**src/hw/rtl/lcdq_pkg.sv**
```systemverilog
// Types and constants of the paced character LCD write queue.
package lcdq_pkg;

	typedef enum logic [1:0] {
		OP_DATA = 2'd0,
		OP_CMD  = 2'd1,
		OP_TICK = 2'd2,
		OP_POLL = 2'd3
	} lcdq_op_t;

	typedef enum logic [1:0] {
		ST_IDLE,
		ST_WR2,
		ST_RD1,
		ST_RD2
	} lcdq_state_t;

	localparam int unsigned CFG_IDX_W = 3;

	localparam logic [CFG_IDX_W-1:0] CFG_ESCAPE     = 3'd0;
	localparam logic [CFG_IDX_W-1:0] CFG_INIT       = 3'd1;
	localparam logic [CFG_IDX_W-1:0] CFG_CLEAR      = 3'd2;
	localparam logic [CFG_IDX_W-1:0] CFG_HOME       = 3'd3;
	localparam logic [CFG_IDX_W-1:0] CFG_LONG_WAIT  = 3'd4;
	localparam logic [CFG_IDX_W-1:0] CFG_SHORT_WAIT = 3'd5;

	localparam logic [7:0] RST_ESCAPE     = 8'd254;
	localparam logic [7:0] RST_INIT       = 8'd48;
	localparam logic [7:0] RST_CLEAR      = 8'd1;
	localparam logic [7:0] RST_HOME       = 8'd2;
	localparam logic [7:0] RST_LONG_WAIT  = 8'd6;
	localparam logic [7:0] RST_SHORT_WAIT = 8'd2;
	localparam logic [7:0] RESET_WAIT_MS  = 8'd6;
	localparam logic [7:0] MS_SATURATE    = 8'd255;

endpackage

```
**src/hw/rtl/char_lcd_paced_write_queue_unit.sv**
```systemverilog
// Top level of the paced write queue for a character LCD.
//
//  Channel | Signals                                   | Direction | Transfer when
//  --------+-------------------------------------------+-----------+------------------------
//  in      | in_valid, in_stall, opcode, value          | into unit | in_valid && !in_stall
//  out     | out_valid, out_stall, write_*, overflow,   | out       | out_valid && !out_stall
//          | fill_count                                 |           |
//  cfg     | cfg_valid, cfg_ready, cfg_index, cfg_data  | into unit | cfg_valid && cfg_ready
//
// A data push, a dropped push, a tick, or a poll that finds an empty queue or a wait not
// yet over, stays in ST_IDLE; a command push that fits passes through ST_WR2 (escape byte
// and code are two writes on the one write port of the ring store); a poll that sends a
// data byte or finds a lone escape byte passes through ST_RD1, and one that sends a command
// through ST_RD1 and ST_RD2 (one read of the store in each, whose read data is registered).
// Reset clears pointers, fill count and timer and sets wait and configuration to their reset
// values; the store itself is not cleared and only entries written since reset are ever read.
// A result stalled on the out side holds in_stall high until it is transferred.
module char_lcd_paced_write_queue_unit
	import lcdq_pkg::*;
#(
	parameter int unsigned QUEUE_DEPTH = 128
) (
	input  logic                 clk,
	input  logic                 arst_n,

	input  logic                 in_valid,
	output logic                 in_stall,
	input  logic [1:0]           opcode,
	input  logic [7:0]           value,

	output logic                 out_valid,
	input  logic                 out_stall,
	output logic                 write_valid,
	output logic                 write_is_command,
	output logic [7:0]           write_byte,
	output logic                 overflow,
	output logic [7:0]           fill_count,

	input  logic                 cfg_valid,
	output logic                 cfg_ready,
	input  logic [CFG_IDX_W-1:0] cfg_index,
	input  logic [7:0]           cfg_data
);

	localparam int unsigned PW = $clog2(QUEUE_DEPTH);
	localparam int unsigned CW = $clog2(QUEUE_DEPTH + 1);

	// Advance a ring pointer, wrapping at the queue depth (need not be a power of two).
	function automatic logic [PW-1:0] ptr_inc(input logic [PW-1:0] p);
		return (p == PW'(QUEUE_DEPTH - 1)) ? '0 : p + PW'(1);
	endfunction

	// Configuration registers
	logic [7:0] escape_q, init_q, clear_q, home_q, long_wait_q, short_wait_q;

	// Queue and pacing state
	lcdq_state_t   state_q, state_d;
	logic [PW-1:0] rd_ptr_q, rd_ptr_d;
	logic [PW-1:0] wr_ptr_q, wr_ptr_d;
	logic [CW-1:0] held_q, held_d;
	logic [7:0]    elapsed_q, elapsed_d;
	logic [7:0]    wait_q, wait_d;
	logic [7:0]    cmd_q;

	// Result register
	logic       out_valid_q;
	logic       res_valid_q, res_cmd_q, res_ovf_q;
	logic [7:0] res_byte_q, res_fill_q;

	// Store access
	logic          mem_we;
	logic [PW-1:0] mem_waddr, mem_raddr;
	logic [7:0]    mem_wdata, mem_rdata;

	// Per-cycle result
	logic       res_load;
	logic       r_valid, r_cmd, r_ovf;
	logic [7:0] r_byte;

	logic       in_fire, out_fire;
	logic       can_send, data_fits, cmd_fits, head_is_esc, pair_held, long_code;
	lcdq_op_t   op;

	assign op        = lcdq_op_t'(opcode);
	assign in_stall  = (state_q != ST_IDLE) || (out_valid_q && out_stall);
	assign in_fire   = in_valid && !in_stall;
	assign out_fire  = out_valid_q && !out_stall;
	assign cfg_ready = 1'b1;

	assign data_fits   = held_q < CW'(QUEUE_DEPTH);
	assign cmd_fits    = held_q <= CW'(QUEUE_DEPTH - 2);
	assign can_send    = (held_q != '0) && (elapsed_q >= wait_q);
	assign head_is_esc = mem_rdata == escape_q;
	assign pair_held   = held_q >= CW'(2);
	assign long_code   = (mem_rdata == init_q) || (mem_rdata == clear_q) ||
		(mem_rdata == home_q);

	lcdq_ram #(
		.DEPTH (QUEUE_DEPTH),
		.WIDTH (8)
	) u_ram (
		.clk   (clk),
		.we    (mem_we),
		.waddr (mem_waddr),
		.wdata (mem_wdata),
		.raddr (mem_raddr),
		.rdata (mem_rdata)
	);

	// Next state: a command push takes a second write cycle, a sendable poll reads the
	// head and, when the head is the escape byte with its partner held, the code after it.
	always_comb begin
		state_d = state_q;
		case (state_q)
			ST_IDLE: begin
				if (in_fire) begin
					case (op)
						OP_CMD:  state_d = cmd_fits ? ST_WR2 : ST_IDLE;
						OP_POLL: state_d = can_send ? ST_RD1 : ST_IDLE;
						default: state_d = ST_IDLE;
					endcase
				end
			end
			ST_RD1:  state_d = (head_is_esc && pair_held) ? ST_RD2 : ST_IDLE;
			ST_WR2:  state_d = ST_IDLE;
			ST_RD2:  state_d = ST_IDLE;
			default: state_d = ST_IDLE;
		endcase
	end

	// Datapath control and register updates for each state.
	always_comb begin
		rd_ptr_d  = rd_ptr_q;
		wr_ptr_d  = wr_ptr_q;
		held_d    = held_q;
		elapsed_d = elapsed_q;
		wait_d    = wait_q;
		mem_we    = 1'b0;
		mem_waddr = wr_ptr_q;
		mem_wdata = value;
		mem_raddr = rd_ptr_q;
		res_load  = 1'b0;
		r_valid   = 1'b0;
		r_cmd     = 1'b0;
		r_ovf     = 1'b0;
		r_byte    = '0;
		case (state_q)
			ST_IDLE: begin
				if (in_fire) begin
					case (op)
						OP_DATA: begin
							res_load = 1'b1;
							if (data_fits) begin
								mem_we   = 1'b1;
								wr_ptr_d = ptr_inc(wr_ptr_q);
								held_d   = held_q + CW'(1);
							end else begin
								r_ovf = 1'b1;
							end
						end
						OP_CMD: begin
							// Write the escape byte now, the code in the next cycle.
							if (cmd_fits) begin
								mem_we    = 1'b1;
								mem_wdata = escape_q;
								wr_ptr_d  = ptr_inc(wr_ptr_q);
								held_d    = held_q + CW'(2);
							end else begin
								res_load = 1'b1;
								r_ovf    = 1'b1;
							end
						end
						OP_TICK: begin
							res_load = 1'b1;
							if (elapsed_q != MS_SATURATE) begin
								elapsed_d = elapsed_q + 8'd1;
							end
						end
						OP_POLL: begin
							// Head read is issued at this edge; nothing to send ends here.
							res_load = !can_send;
						end
						default: res_load = 1'b1;
					endcase
				end
			end
			ST_WR2: begin
				mem_we    = 1'b1;
				mem_wdata = cmd_q;
				wr_ptr_d  = ptr_inc(wr_ptr_q);
				res_load  = 1'b1;
			end
			ST_RD1: begin
				mem_raddr = ptr_inc(rd_ptr_q);
				if (!head_is_esc) begin
					res_load = 1'b1;
					r_valid  = 1'b1;
					r_byte   = mem_rdata;
					rd_ptr_d = ptr_inc(rd_ptr_q);
					held_d   = held_q - CW'(1);
				end else begin
					// Hold a lone escape byte until its partner arrives.
					res_load = !pair_held;
				end
			end
			ST_RD2: begin
				res_load  = 1'b1;
				r_valid   = 1'b1;
				r_cmd     = 1'b1;
				r_byte    = mem_rdata;
				rd_ptr_d  = ptr_inc(ptr_inc(rd_ptr_q));
				held_d    = held_q - CW'(2);
				elapsed_d = '0;
				wait_d    = long_code ? long_wait_q : short_wait_q;
			end
			default: ;
		endcase
	end

	always_ff @(posedge clk or negedge arst_n) begin
		if (!arst_n) begin
			state_q   <= ST_IDLE;
			rd_ptr_q  <= '0;
			wr_ptr_q  <= '0;
			held_q    <= '0;
			elapsed_q <= '0;
			wait_q    <= RESET_WAIT_MS;
		end else begin
			state_q   <= state_d;
			rd_ptr_q  <= rd_ptr_d;
			wr_ptr_q  <= wr_ptr_d;
			held_q    <= held_d;
			elapsed_q <= elapsed_d;
			wait_q    <= wait_d;
		end
	end

	// Configuration writes; indexes past the list are dropped.
	always_ff @(posedge clk or negedge arst_n) begin
		if (!arst_n) begin
			escape_q     <= RST_ESCAPE;
			init_q       <= RST_INIT;
			clear_q      <= RST_CLEAR;
			home_q       <= RST_HOME;
			long_wait_q  <= RST_LONG_WAIT;
			short_wait_q <= RST_SHORT_WAIT;
		end else if (cfg_valid && cfg_ready) begin
			case (cfg_index)
				CFG_ESCAPE:     escape_q     <= cfg_data;
				CFG_INIT:       init_q       <= cfg_data;
				CFG_CLEAR:      clear_q      <= cfg_data;
				CFG_HOME:       home_q       <= cfg_data;
				CFG_LONG_WAIT:  long_wait_q  <= cfg_data;
				CFG_SHORT_WAIT: short_wait_q <= cfg_data;
				default: ;
			endcase
		end
	end

	// Latch the command code for the second write cycle.
	always_ff @(posedge clk) begin
		if (in_fire) begin
			cmd_q <= value;
		end
	end

	// Result valid: set on a new result, drop on transfer.
	always_ff @(posedge clk or negedge arst_n) begin
		if (!arst_n) begin
			out_valid_q <= 1'b0;
		end else if (res_load) begin
			out_valid_q <= 1'b1;
		end else if (out_fire) begin
			out_valid_q <= 1'b0;
		end
	end

	always_ff @(posedge clk) begin
		if (res_load) begin
			res_valid_q <= r_valid;
			res_cmd_q   <= r_cmd;
			res_byte_q  <= r_byte;
			res_ovf_q   <= r_ovf;
			res_fill_q  <= 8'(held_d);
		end
	end

	assign out_valid        = out_valid_q;
	assign write_valid      = res_valid_q;
	assign write_is_command = res_cmd_q;
	assign write_byte       = res_byte_q;
	assign overflow         = res_ovf_q;
	assign fill_count       = res_fill_q;

endmodule

```
**src/hw/rtl/lcdq_ram.sv**
```systemverilog
// Single-port-write, single-port-read byte store with registered read data.
module lcdq_ram #(
	parameter int unsigned DEPTH = 128,
	parameter int unsigned WIDTH = 8
) (
	input  logic                       clk,
	input  logic                       we,
	input  logic [$clog2(DEPTH)-1:0]   waddr,
	input  logic [WIDTH-1:0]           wdata,
	input  logic [$clog2(DEPTH)-1:0]   raddr,
	output logic [WIDTH-1:0]           rdata
);

	logic [WIDTH-1:0] mem [DEPTH];

	always_ff @(posedge clk) begin
		if (we) begin
			mem[waddr] <= wdata;
		end
	end

	always_ff @(posedge clk) begin
		rdata <= mem[raddr];
	end

endmodule

```
**config.mk**
```make
export PLATFORM = sky130hd
export DESIGN_NAME = char_lcd_paced_write_queue_unit
export DESIGN_NICKNAME = d
export VERILOG_FILES = /design/src/hw/rtl/lcdq_pkg.sv /design/src/hw/rtl/char_lcd_paced_write_queue_unit.sv /design/src/hw/rtl/lcdq_ram.sv
export SDC_FILE = /design/constraint.sdc
export NUM_CORES = 1
export LEC_CHECK = 0
export BUFFER_PORTS_ARGS = -buffer_cell sky130_fd_sc_hd__buf_2
export CORE_ASPECT_RATIO = 2
export CORE_MARGIN = 1.5
export CORE_UTILIZATION = 55
export CTS_CLUSTER_DIAMETER = 80
export CTS_CLUSTER_SIZE = 8
export DETAILED_ROUTE_END_ITERATION = 8
export GPL_ROUTABILITY_DRIVEN = 0
export GPL_TIMING_DRIVEN = 1
export PLACE_DENSITY = 0.71
export SYNTH_ARGS = -nofsm -noshare
export SYNTH_HDL_FRONTEND = slang
export SYNTH_HIERARCHICAL = 1
export SYNTH_SLANG_ARGS = --single-unit
```
**constraint.sdc**
```tcl
create_clock -name clk -period 6.9 [get_ports clk]
set_input_delay 0.345 -clock clk [delete_from_list [all_inputs] [get_ports clk]]
set_output_delay 0.345 -clock clk [all_outputs]
set_load 0.02 [all_outputs]
```
==> metrics.txt <==
leakage=0.0168 uW; most frequent cells in the layout=edfxtp_1 (1051), mux4_2 (336), clkbuf_16 (166); total power=22000 uW; largest net degree at the start of global routing=87; CTS Buffer Depth=3; crit path capture type=flip-flop; TritonRoute pass-1 iters=5; DR DRC count=0; DRT iter0 DRCs=2685; die area=0.0858 mm^2; clk sink count=1148; worst reg2reg endpoint=u_ram/rdata[7]; Slew headroom=11.8%; minimum clock period after layout=4.79 ns; Crit-path slowest cell=nand2_1; power per cell area=between 400 and 500 mW/mm^2; I/O pin cnt=between 40 and 50; vias per inst=6.60; final hold vios=0; Yosys reg bits=1148; Post-synth EDFFs=approximately 1100; worst-path cell chain=clkinv_1, nand2_1, a21o_4, buf_12, mux4_2, mux4_2, mux4_2, mux2_2; Max Fclk=roughly 210 MHz; DR WL/cell=32.6 um; setup TNS=0 ns; peak supply drop=0.000340 V; switching part of the total=29.9%; clock slew at reported path FFs=0.05 ns; Slew @ Worst Pin=1.32 ns; post-CTS setup buffer count=0; CP startpoint kind=flip-flop; CTS tree=built; Yosys warning total=6; clock power share=~32%; worst min-delay path class=in -> reg; latest clock arrival within the worst-skew pair=0.74 ns; ys async rst share=under 10%; most used flip-flop cell after synthesis=edfxtp_1; Post-Syn Instances=2259; MaxCap Viol Count=0; PortBufs=46; DR vias=23300; Seq/Total Area, Yosys=73.5%; crit-path max cell delay=0.63 ns; R2R Path Start=state_q[0]; Reg power frac=39.3%; Yosys cell types=75; Psw=6570 uW; Area growth syn-to-layout=13.8%; share of cells above drive strength 1=29.2%; clk_skew=0.0292 ns; cell-internal power=between 15000 and 20000 uW; post-route ant nets=0; WP data arrival=5.42 ns; status=finished clean; crit path launch=state_q[0]; area of the multi-input gates=0.0118 mm^2; WL final=around 120000 um; Die W=208 um; flop-to-flop setup slack=2.11 ns; fin crit share=69.5%; H-tree levels=4; critical path type=reg -> reg; crit-path max FO=69; Final Setup Violations=0; core area=0.0833 mm^2; Worst R2R Path Depth=8; CP endpoint=u_ram/rdata[7]; most common cell after layout, fill and taps aside=edfxtp_1; grt total ovfl=0; die height=just over 400 um; CTS root buffer=clkbuf_16; Post-Layout Cell Count=3537; Netlist Area Pre-Place=0.0462 mm^2; RSZ-0062 raised after global routing=no; # rows=150; Required @ worst endpoint=between 7 and 8 ns; Slew Viols, Final=0; total CTS buffers=161; HPWL Detailed=73400 um; vias in the first global route=approximately 25000; GRT Resource Usage Total=27.6%; Fillers=5422; Starting Density=55.4%; Comb power frac=28.3%; syn avg cell area=20.5 um^2; antenna violations before repair=6; CTS resizes=0; Final nets=approximately 2500; Storage cell area=0.0340 mm^2; placed cells=3293; Syn Nets=2305; crit-path most repeated cell=mux4_2; hold path startpoint=cfg_data[2]; first-pass GRT wire length=about 170000 um
## power by group through the flow
stage	logic [uW]	clock network, uW	registers [uW]
global placement	6070	0	8710
CTS	6250	7220	8610
finish	6210	7130	8620
floorplan	4260	0	8640
detailed placement	6190	0	8730
global route	6480	7480	8640
## registers in the layout (all words and copies together), names as in the netlist, 8 cells and up
register,cells
wait_q,8
clear_q,8
u_ram/mem,1024
write_byte,8
init_q,8
home_q,8
held_q,8
u_ram/rdata,8
elapsed_q,8
fill_count,8
short_wait_q,8
long_wait_q,8
escape_q,8
cmd_q,8
## worst min-delay path by stage
stage,to,slack (ns),cells after the start
6_report,init_q[2],0.03,2
5_1_grt,clear_q[2],0.01,2
4_1_cts,home_q[2],0.004,2
3_5_place_dp,state_q[0],0.27,1
3_3_place_gp,held_q[7],0.26,1
2_1_floorplan,clear_q[1],0.05,0
## metrics by stage
step / area, um^2 / worst slack [ns] / utilization, % / hold slack [ns]
floorplan: 46200 / 0.852 / - / 0.0494
global placement: 47900 / 2.22 / 57.5 / 0.263
detailed placement: 47900 / 2.13 / 57.5 / 0.270
CTS: 52600 / 2.13 / 63.1 / 0.00409
global route: 52600 / 1.89 / 63.1 / 0.0133
finish: 52600 / 2.11 / 63.1 / 0.0332
## Yosys cell counts (5+ instances only)
cell type,instances,share of area (%)
nand4_1,19,0.26
mux4_2,336,16
nor2b_1,12,0.16
dfstp_2,16,0.91
o21ai_0,26,0.28
mux2_2,56,1.4
and2_1,9,0.12
dfrtp_1,73,4.0
xor2_1,19,0.36
nor4_1,7,0.095
nor2_1,164,1.3
dfxtp_1,8,0.35
ha_1,20,0.54
o21ai_1,10,0.11
a21oi_1,20,0.22
xnor2_1,44,0.83
inv_1,19,0.15
edfxtp_1,1051,68
a221oi_1,5,0.095
nor3_1,16,0.17
buf_4,13,0.21
nand3_1,32,0.35
mux2i_1,11,0.24
o31ai_1,5,0.081
buf_2,29,0.31
o22ai_1,11,0.15
clkbuf_1,59,0.48
buf_1,22,0.18
nand2_1,59,0.48
nand2b_1,7,0.095
## area by class of cell
cell class	instances	share of cell area, %
Sequential cell	1148	64.6
Clock buffer	216	8.26
Clock inverter	10	0.314
Antenna cell	2	0.00952
Timing Repair Buffer	114	1.75
Multi-Input combinational cell	959	22.4
Tap cell	1064	2.53
Inverter	24	0.174
## timing repair
action                     4_1_cts  5_1_grt
hold endpoints to repair        53        0
setup endpoints to repair        0        0
hold buffers                    16        0
## worst max-delay path, delay by kind of cell (launching register included)
kind | cells | cell delay, ns
AOI/OAI and AO/OA | 1 | 0.49
buffers and inverters | 2 | 0.96
DFF | 1 | 0.36
muxes | 4 | 2.11
and+or+nand+nor | 1 | 0.63
## layer usage
metal	GRT usage (%)	part of all wire, %	vias up
met5	0	0.051	-
li1	-	-	9504
met3	4.30	5.8	323
met2	51.3	56	1171
met4	16.3	6.1	8
met1	29.5	32	12300
## cell families (layout without fill, tap and decap cells)
| kind of cell | Yosys count | count (layout) | share of synthesized area (%) |
|---|---|---|---|
| buf+inv | 152 | 364 | 1.45 |
| other cells | 1 | 3 | 0.00812 |
| mux | 403 | 403 | 18.0 |
| fa+ha+maj | 20 | 20 | 0.542 |
| flops | 1148 | 1148 | 73.5 |
| xor+xnor | 63 | 63 | 1.19 |
| compound gates | 119 | 119 | 1.75 |
| simple gates | 353 | 353 | 3.54 |
Note: power is estimated with default switching activity, not from simulation.
